`config.mk`:
```
export PLATFORM = sky130hd
export DESIGN_NAME = timer_min_heap_queue_core
export DESIGN_NICKNAME = d
export VERILOG_FILES = /design/src/rtl/core/tmhq_pkg.sv /design/src/rtl/core/tmhq_heap_ram.sv /design/src/rtl/core/tmhq_seq.sv /design/src/rtl/core/timer_min_heap_queue_core.sv
export SDC_FILE = /design/constraint.sdc
export NUM_CORES = 2
export LEC_CHECK = 0
export BUFFER_PORTS_ARGS = -buffer_cell sky130_fd_sc_hd__buf_2
export CORE_MARGIN = 1
export CORE_UTILIZATION = 68
export DETAILED_ROUTE_END_ITERATION = 10
export PLACE_DENSITY = 0.85
export SLEW_MARGIN = 5
export SYNTH_ARGS = -nofsm -noshare
export SYNTH_HDL_FRONTEND = slang
export SYNTH_SLANG_ARGS = --single-unit
```
`constraint.sdc`:
```
create_clock -name clock -period 13.55 [get_ports clock]
set_clock_uncertainty 0.05 [all_clocks]
set_input_delay 2.71 -clock clock [delete_from_list [all_inputs] [get_ports clock]]
set_output_delay 2.71 -clock clock [all_outputs]
set_load 0.005 [all_outputs]
```
`src/rtl/core/tmhq_pkg.sv`:
```
// Package: shared types, constants and command codes of the timer heap queue
`default_nettype none
package tmhq_pkg;
   localparam int HeapDepth = 64;
   localparam int NumIds    = 64;
   localparam int TimeWidth = 32;
   localparam int IdWidth   = 6;
   localparam int AddrWidth = $clog2(HeapDepth);
   localparam int CntWidth  = $clog2(HeapDepth + 1);

   typedef enum logic [2:0] {
      CMD_ATTACH  = 3'd0,
      CMD_RESCHED = 3'd1,
      CMD_DETACH  = 3'd2,
      CMD_POLL    = 3'd3,
      CMD_CLEAR   = 3'd4
   } cmd_type;

   typedef enum logic [1:0] {
      ST_OK      = 2'd0,
      ST_ALREADY = 2'd1,
      ST_NOT_REG = 2'd2,
      ST_FULL    = 2'd3
   } status_type;

   typedef struct packed {
      logic [2:0]           cmd;
      logic [IdWidth-1:0]   entry_id;
      logic [TimeWidth-1:0] deadline;
      logic [TimeWidth-1:0] now_tick;
   } req_type;

   typedef struct packed {
      logic [1:0]           status;
      logic                 due_valid;
      logic [IdWidth-1:0]   due_id;
      logic [TimeWidth-1:0] due_deadline;
      logic [CntWidth-1:0]  occupancy;
   } rsp_type;

   // one heap slot
   typedef struct packed {
      logic [IdWidth-1:0]   id;
      logic [TimeWidth-1:0] dl;
   } slot_type;

   // memory port bundle from sequencer to heap store
   typedef struct packed {
      logic                 rd_en;
      logic [AddrWidth-1:0] rd_addr;
      logic                 wr_en;
      logic [AddrWidth-1:0] wr_addr;
      slot_type             wr_data;
   } mem_ctl_type;
endpackage
`default_nettype wire

```
`src/rtl/core/tmhq_heap_ram.sv`:
```
// Heap store: slot memory, one write and one registered read per cycle
`default_nettype none
module tmhq_heap_ram (
   input  wire logic                 clock,
   input  wire tmhq_pkg::mem_ctl_type ctl,
   output tmhq_pkg::slot_type        rd_data
);
   tmhq_pkg::slot_type mem [tmhq_pkg::HeapDepth];

   always_ff @(posedge clock) begin
      if (ctl.wr_en) begin
         mem[ctl.wr_addr] <= ctl.wr_data;
      end
      if (ctl.rd_en) begin
         rd_data <= mem[ctl.rd_addr];
      end
   end
endmodule
`default_nettype wire

```
`src/rtl/core/tmhq_seq.sv`:
```
// Command sequencer: flags, count and the sift walks over the heap store
`default_nettype none
module tmhq_seq (
   input  wire logic                  clock,
   input  wire logic                  reset,
   input  wire logic                  req_valid,
   output logic                       req_ready,
   input  wire tmhq_pkg::req_type     req_data,
   output logic                       rsp_valid,
   input  wire logic                  rsp_ready,
   output tmhq_pkg::rsp_type          rsp_data,
   output tmhq_pkg::mem_ctl_type      mem_ctl,
   input  wire tmhq_pkg::slot_type    mem_rd
);
   localparam int AW = tmhq_pkg::AddrWidth;
   localparam int CW = tmhq_pkg::CntWidth;
   localparam int TW = tmhq_pkg::TimeWidth;
   localparam int IW = tmhq_pkg::IdWidth;

   typedef enum logic [10:0] {
      S_IDLE  = 11'b00000000001,
      S_SRCH  = 11'b00000000010, // detach: scan for id
      S_SRCHW = 11'b00000000100,
      S_LAST  = 11'b00000001000, // read last slot
      S_LASTW = 11'b00000010000,
      S_UPR   = 11'b00000100000, // read parent
      S_UPW   = 11'b00001000000,
      S_DNL   = 11'b00010000000, // read left child
      S_DNR   = 11'b00100000000, // read right child
      S_DNC   = 11'b01000000000, // compare children
      S_RSP   = 11'b10000000000
   } state_type;

   state_type             st_ff, st_in;
   logic [tmhq_pkg::NumIds-1:0] flags_ff, flags_in;
   logic [CW-1:0]         cnt_ff, cnt_in;
   logic [AW-1:0]         pos_ff, pos_in;   // hole position
   logic [CW-1:0]         scan_ff, scan_in; // search index
   tmhq_pkg::slot_type    mv_ff, mv_in;     // moving entry
   tmhq_pkg::slot_type    lc_ff, lc_in;     // left child
   tmhq_pkg::req_type     req_ff, req_in;
   tmhq_pkg::rsp_type     rsp_ff, rsp_in;
   logic                  rv_ff, rv_in;
   // first step of a detach sift up may turn into a sift down
   logic                  first_up_ff, first_up_in;
   logic                  dnc_right;

   logic [CW-1:0] lidx, ridx;
   logic [AW-1:0] par;
   logic [TW-1:0] never;

   assign never = '1;
   assign par   = AW'((pos_ff - AW'(1)) >> 1);
   assign lidx  = CW'({pos_ff, 1'b1});
   assign ridx  = lidx + CW'(1);
   assign dnc_right = (ridx < cnt_ff) && (lc_ff.dl > mem_rd.dl);

   assign req_ready = (st_ff == S_IDLE) && !rv_ff;
   assign rsp_valid = rv_ff;
   assign rsp_data  = rsp_ff;

   always_comb begin
      st_in = st_ff; flags_in = flags_ff; cnt_in = cnt_ff; pos_in = pos_ff;
      scan_in = scan_ff; mv_in = mv_ff; lc_in = lc_ff;
      req_in = req_ff; rsp_in = rsp_ff; rv_in = rv_ff;
      mem_ctl = '0;
      if (rv_ff && rsp_ready) begin
         rv_in = 1'b0;
      end
      unique case (st_ff)
         S_IDLE: begin
            if (req_valid && req_ready) begin
               req_in = req_data;
               rsp_in = '0;
               rsp_in.status = tmhq_pkg::ST_OK;
               st_in = S_RSP;
               unique case (req_data.cmd)
                  tmhq_pkg::CMD_ATTACH, tmhq_pkg::CMD_RESCHED: begin
                     if ((req_data.cmd == tmhq_pkg::CMD_ATTACH)
                         && flags_ff[req_data.entry_id]) begin
                        rsp_in.status = tmhq_pkg::ST_ALREADY;
                     end else if ((req_data.cmd == tmhq_pkg::CMD_RESCHED)
                                  && !flags_ff[req_data.entry_id]) begin
                        rsp_in.status = tmhq_pkg::ST_NOT_REG;
                     end else if (req_data.deadline == never) begin
                        flags_in[req_data.entry_id] = 1'b1;
                     end else if (cnt_ff >= CW'(tmhq_pkg::HeapDepth)) begin
                        rsp_in.status = tmhq_pkg::ST_FULL;
                     end else begin
                        flags_in[req_data.entry_id] = 1'b1;
                        mv_in  = '{id: req_data.entry_id, dl: req_data.deadline};
                        pos_in = AW'(cnt_ff);
                        cnt_in = cnt_ff + CW'(1);
                        st_in  = S_UPR;
                     end
                  end
                  tmhq_pkg::CMD_DETACH: begin
                     if (!flags_ff[req_data.entry_id]) begin
                        rsp_in.status = tmhq_pkg::ST_NOT_REG;
                     end else begin
                        flags_in[req_data.entry_id] = 1'b0;
                        scan_in = '0;
                        st_in = S_SRCH;
                     end
                  end
                  tmhq_pkg::CMD_POLL: begin
                     if (cnt_ff != '0) begin
                        mem_ctl.rd_en = 1'b1;
                        mem_ctl.rd_addr = '0;
                        scan_in = '0;
                        st_in = S_SRCHW;
                     end
                  end
                  tmhq_pkg::CMD_CLEAR: begin
                     cnt_in = '0;
                     flags_in = '0;
                  end
                  default: ;
               endcase
            end
         end
         S_SRCH: begin
            if (scan_ff >= cnt_ff) begin
               st_in = S_RSP;
            end else begin
               mem_ctl.rd_en = 1'b1;
               mem_ctl.rd_addr = AW'(scan_ff);
               st_in = S_SRCHW;
            end
         end
         S_SRCHW: begin
            // slot at scan_ff is on the read port
            if (req_ff.cmd == tmhq_pkg::CMD_POLL) begin
               if (mem_rd.dl <= req_ff.now_tick) begin
                  rsp_in.due_valid = 1'b1;
                  rsp_in.due_id = mem_rd.id;
                  rsp_in.due_deadline = mem_rd.dl;
                  pos_in = '0;
                  st_in = S_LAST;
               end else begin
                  st_in = S_RSP;
               end
            end else if (mem_rd.id == req_ff.entry_id) begin
               pos_in = AW'(scan_ff);
               st_in = S_LAST;
            end else begin
               scan_in = scan_ff + CW'(1);
               st_in = S_SRCH;
            end
         end
         S_LAST: begin
            mem_ctl.rd_en = 1'b1;
            mem_ctl.rd_addr = AW'(cnt_ff - CW'(1));
            cnt_in = cnt_ff - CW'(1);
            st_in = S_LASTW;
         end
         S_LASTW: begin
            mv_in = mem_rd;
            if (CW'(pos_ff) == cnt_ff) begin
               st_in = S_RSP;
            end else if (pos_ff == '0) begin
               st_in = S_DNL;
            end else begin
               // parent test decides direction
               st_in = S_UPR;
            end
         end
         S_UPR: begin
            if (pos_ff == '0) begin
               mem_ctl.wr_en = 1'b1;
               mem_ctl.wr_addr = pos_ff;
               mem_ctl.wr_data = mv_ff;
               st_in = S_RSP;
            end else begin
               mem_ctl.rd_en = 1'b1;
               mem_ctl.rd_addr = par;
               st_in = S_UPW;
            end
         end
         S_UPW: begin
            if (mem_rd.dl > mv_ff.dl) begin
               mem_ctl.wr_en = 1'b1;
               mem_ctl.wr_addr = pos_ff;
               mem_ctl.wr_data = mem_rd;
               pos_in = par;
               st_in = S_UPR;
            end else if (req_ff.cmd != tmhq_pkg::CMD_DETACH || !first_up_ff) begin
               mem_ctl.wr_en = 1'b1;
               mem_ctl.wr_addr = pos_ff;
               mem_ctl.wr_data = mv_ff;
               st_in = S_RSP;
            end else begin
               st_in = S_DNL;
            end
         end
         S_DNL: begin
            if (lidx >= cnt_ff) begin
               mem_ctl.wr_en = 1'b1;
               mem_ctl.wr_addr = pos_ff;
               mem_ctl.wr_data = mv_ff;
               st_in = S_RSP;
            end else begin
               mem_ctl.rd_en = 1'b1;
               mem_ctl.rd_addr = AW'(lidx);
               st_in = S_DNR;
            end
         end
         S_DNR: begin
            lc_in = mem_rd;
            if (ridx < cnt_ff) begin
               mem_ctl.rd_en = 1'b1;
               mem_ctl.rd_addr = AW'(ridx);
            end
            st_in = S_DNC;
         end
         S_DNC: begin
            if (dnc_right) begin
               if (mv_ff.dl <= mem_rd.dl) begin
                  mem_ctl.wr_en = 1'b1;
                  mem_ctl.wr_addr = pos_ff;
                  mem_ctl.wr_data = mv_ff;
                  st_in = S_RSP;
               end else begin
                  mem_ctl.wr_en = 1'b1;
                  mem_ctl.wr_addr = pos_ff;
                  mem_ctl.wr_data = mem_rd;
                  pos_in = AW'(ridx);
                  st_in = S_DNL;
               end
            end else if (mv_ff.dl <= lc_ff.dl) begin
               mem_ctl.wr_en = 1'b1;
               mem_ctl.wr_addr = pos_ff;
               mem_ctl.wr_data = mv_ff;
               st_in = S_RSP;
            end else begin
               mem_ctl.wr_en = 1'b1;
               mem_ctl.wr_addr = pos_ff;
               mem_ctl.wr_data = lc_ff;
               pos_in = AW'(lidx);
               st_in = S_DNL;
            end
         end
         S_RSP: begin
            if (!rv_ff) begin
               rsp_in.occupancy = cnt_ff;
               rv_in = 1'b1;
               st_in = S_IDLE;
            end
         end
         default: st_in = S_IDLE;
      endcase
   end

   // mark the first parent test after the last slot is taken
   always_comb begin
      first_up_in = first_up_ff;
      if (st_ff == S_LASTW) begin
         first_up_in = 1'b1;
      end else if (st_ff == S_UPW || st_ff == S_IDLE) begin
         first_up_in = 1'b0;
      end
   end

   always_ff @(posedge clock) begin
      if (reset) begin
         st_ff <= S_IDLE;
         flags_ff <= '0;
         cnt_ff <= '0;
         rv_ff <= 1'b0;
         first_up_ff <= 1'b0;
      end else begin
         st_ff <= st_in;
         flags_ff <= flags_in;
         cnt_ff <= cnt_in;
         rv_ff <= rv_in;
         first_up_ff <= first_up_in;
      end
      pos_ff <= pos_in;
      scan_ff <= scan_in;
      mv_ff <= mv_in;
      lc_ff <= lc_in;
      req_ff <= req_in;
      rsp_ff <= rsp_in;
   end
endmodule
`default_nettype wire

```
`src/rtl/core/timer_min_heap_queue_core.sv`:
```
// Top level: timer queue on a binary min-heap held in one slot memory
//   channel | direction | payload              | handshake
//   req     | in        | tmhq_pkg::req_type   | req_valid / req_ready
//   rsp     | out       | tmhq_pkg::rsp_type   | rsp_valid / rsp_ready
// One item at a time. Attach and reschedule climb the heap level by level;
// a pop or detach sifts down level by level, and a detach first scans the
// slots one by one while looking for the id, all on the single memory read
// port. Clear only resets the flags and the count. Reset clears the flags
// and the count at once; the slot memory needs no clearing. A stalled
// result holds req_ready low.
`default_nettype none
module timer_min_heap_queue_core (
   input  wire logic              clock,
   input  wire logic              reset,
   input  wire logic              req_valid,
   output logic                   req_ready,
   input  wire tmhq_pkg::req_type req_data,
   output logic                   rsp_valid,
   input  wire logic              rsp_ready,
   output tmhq_pkg::rsp_type      rsp_data
);
   tmhq_pkg::mem_ctl_type mem_ctl;
   tmhq_pkg::slot_type    mem_rd;

   tmhq_seq u_seq (
      .clock(clock), .reset(reset),
      .req_valid(req_valid), .req_ready(req_ready), .req_data(req_data),
      .rsp_valid(rsp_valid), .rsp_ready(rsp_ready), .rsp_data(rsp_data),
      .mem_ctl(mem_ctl), .mem_rd(mem_rd)
   );

   tmhq_heap_ram u_ram (
      .clock(clock), .ctl(mem_ctl), .rd_data(mem_rd)
   );
endmodule
`default_nettype wire

```
==> results.txt <==
Clk pin slew, worst setup/hold paths - 0.06 ns
routed vias - 80.7k
dpl cell area - 0.117 mm2
Iteration-0 DRC Markers - 15.5k
dominant synthesized flop cell - edfxtp_1
share of cells above drive strength 1 - 9.63%
post-route ant nets - 0
# Post-CTS Setup Buffers - 0
leakage - 42.0 nW
PwrDens - 137 mW/mm2
GRT Total Usage - 39.9%
min-delay worst type - reg -> reg
most frequent CP cell - buf_4
Die Footprint - 0.169 mm2
design area - 0.125 mm2
Routed wire per std cell - 30.8 um
Syn. warnings - 0
H-Tree Depth - 5
crit path DAT - 8.22 ns
Synth top area share - 69.9%
Rows - 149
first-pass GRT wire length - 493000 um
RSZ-0062 raised after global routing - no
P&R area growth vs syn - 10.1%
vias per cell - 7.27
syn avg cell area - 13.1 um2
Synth area leaders - edfxtp_1 70%, nand2_1 7.1%, nand3_1 2.8%
Final Hold Viols - 0
CP startpoint kind - register
Seq/Total Area, Yosys - 71.4%
Max Buffers Root-to-Sink - 4
hold path startpoint - u_seq.first_up_ff
Top Ports - 127
crit path kind - reg -> reg
PostCTS Resize Cnt - 0
failing checks - capacitance limit, slew limit
Worst setup EP type - register
core box area - 0.166 mm2
Pre-antenna DRT Iters - 7
Crit Path Max Fanout - 62
Synth Instances - 8692
syn nets - 8922
final WL - 341000 um
post-synthesis cell area - 0.114 mm2
vias in the first global route - 78.7k
routability cong. - 0.952
Worst-Margin Slew - 1.51 ns
Sum Neg Setup Slack - 0 ns
Tcrit/Tclk final - 56.1%
pin count of the biggest net entering global routing - 199
Congestion Overflow GR - 0
# hold bufs at CTS - 0
Largest stage delay, worst path - 0.87 ns
Max transition margin - -1.44%
Die Width - 411 um
Initial Utilization - 68.7%
Worst setup startpoint - u_seq.pos_ff[0]
dpl hpwl - 181000 um
initial antenna violation count - 19
post-layout min period - 7.60 ns
outcome - finished, violations left
Clock Tree Root - clkbuf_16
commonest non-fill, non-tap cell in the layout - edfxtp_1
Peak VDD IR - 0.000124 V
Post-synth EDFFs - 2648
Fmax - 132 MHz
cell accounting for the most synthesized area - edfxtp_1
CTS tree - done
clock sink total - 2732
crit-path cells - inv_1, ha_1, and3b_1, o311ai_0, nand3_1, o211ai_4, buf_4, buf_4, buf_4, nand2_1, and3_1, a211oi_1, a311oi_1, a31oi_1, o21ai_0, nor2_1
fin nets - 8954
DRC - 0
max cap viols - 1
#FFs+latches synth - 2732
Distinct cells, synth - 96
CP max stage cell - edfxtp_1
Die Y - 411 um
Final setup viols - 0
Worst EP required - 14.17 ns
fraction of registers with async set or reset after synthesis - 0%
Worst-Skew Late Latency - 0.97 ns
commonest non-fill, non-tap cells in the layout - 2648 x edfxtp_1, 2158 x nand2_1, 634 x nand3_1
worst r2r src - u_seq.pos_ff[0]
max-slew violations - 2
number of buffers created by CTS - 279
Port Buf Inserts - 126
-- critical path, delay by kind of cell, from the launching register on --
| kind | cells | cell delay [ns] |
|---|---|---|
| buffers and inverters | 4 | 2.37 |
| AO/OA/AOI/OAI | 6 | 2.25 |
| AND/OR/NAND/NOR | 5 | 1.33 |
| flip-flops | 1 | 0.87 |
| adder cells (fa/ha/maj) | 1 | 0.38 |
-- cells in the mapped netlist (all sizes together) (13+ instances only) --
| cell | instances |
|---|---|
| mux2i | 189 |
| o31ai | 17 |
| nand2b | 26 |
| nand4 | 44 |
| nor2 | 234 |
| a211oi | 207 |
| a21o | 27 |
| nor4 | 25 |
| ha | 153 |
| a22o | 30 |
| a311oi | 56 |
| nand3 | 636 |
| a32oi | 32 |
| o22ai | 42 |
| mux4 | 35 |
| xnor2 | 17 |
| nor2b | 14 |
| and3 | 315 |
| o21ai | 204 |
| a21oi | 157 |
| a31oi | 280 |
| nor3 | 54 |
| inv | 138 |
| or3 | 13 |
| buf | 305 |
| a211o | 20 |
| a22oi | 24 |
| o221ai | 28 |
| a222oi | 19 |
| nand2 | 2160 |
| and2 | 14 |
| edfxtp | 2648 |
| xor2 | 14 |
| a221oi | 42 |
| clkbuf | 250 |
| dfxtp | 84 |
-- routing by layer --
| metal | up-vias | wire length (um) | track usage [%] |
|---|---|---|---|
| met4 | 10 | 24200 | 25.0 |
| met2 | 8116 | 151000 | 59.6 |
| met3 | 1746 | 56900 | 12.9 |
| met1 | 38300 | 109000 | 50.8 |
| met5 | - | 99 | 0.0565 |
| li1 | 32500 | - | - |
-- layout make-up --
| cell class | instances | area, um2 |
|---|---|---|
| clock inverter | 109 | 916 |
| multi-input combinational | 5266 | 30200 |
| tap | 2189 | 2740 |
| clock buffer | 349 | 7460 |
| antenna | 7 | 17.5 |
| inverter | 139 | 522 |
| timing repair buffer | 306 | 2150 |
| sequential | 2732 | 81200 |
| fill | 8874 | 40300 |
-- flip-flops by register name, summed over array words and instances (netlist names), 6 cells and up --
register and cells:
u_ram.mem 2432, u_ram.rd_data 38, u_seq.cnt_ff 7, u_seq.flags_ff 64
u_seq.lc_ff 38, u_seq.mv_ff 38, u_seq.pos_ff 6, u_seq.req_ff 41
u_seq.rsp_data 48, u_seq.scan_ff 7, u_seq.st_ff 11
-- cells by family after synthesis --
kind of cell | count (synthesis) | synth area share, %
flops | 2732 | 71.4
simple gates | 3584 | 13.9
fa+ha+maj | 153 | 1.68
mux | 235 | 2.46
compound gates | 1263 | 7.57
xor+xnor | 31 | 0.239
buf+inv | 694 | 2.81
-- path summary, 6_finish.rpt --
kind	to	slack, ns	cells after the start
setup reg to reg	u_ram.rd_data[26]	5.95	16
hold / removal	u_seq.first_up_ff	0.43	2
hold reg to reg	u_seq.first_up_ff	0.43	2
setup / recovery	u_ram.rd_data[26]	5.95	16
-- power breakdown --
group | leakage, nW | internal [mW] | total (mW) | switching [mW]
sequential | 19.8 | 9.25 | 9.32 | 0.0660
clock | 4.07 | 4.15 | 7.28 | 3.13
combinational | 18.2 | 0.183 | 0.583 | 0.400
total | 42.0 | 13.6 | 17.2 | 3.59
-- per-stage QoR --
step / instances / utilization [%] / total power, mW / setup slack [ns] / hold slack, ns
after floorplan: 8692 / - / 9.82 / 6.92 / 0.399
after global placement: 10600 / 70.6 / 10.0 / 6.47 / 0.407
after detailed placement: 10600 / 70.6 / 10.1 / 6.35 / 0.420
after CTS: 11100 / 75.6 / 17.1 / 6.31 / 0.427
after global routing: 11100 / 75.6 / 17.5 / 5.64 / 0.482
final: 11100 / 75.6 / 17.2 / 5.95 / 0.429
Power figures use the tool's default switching activity.
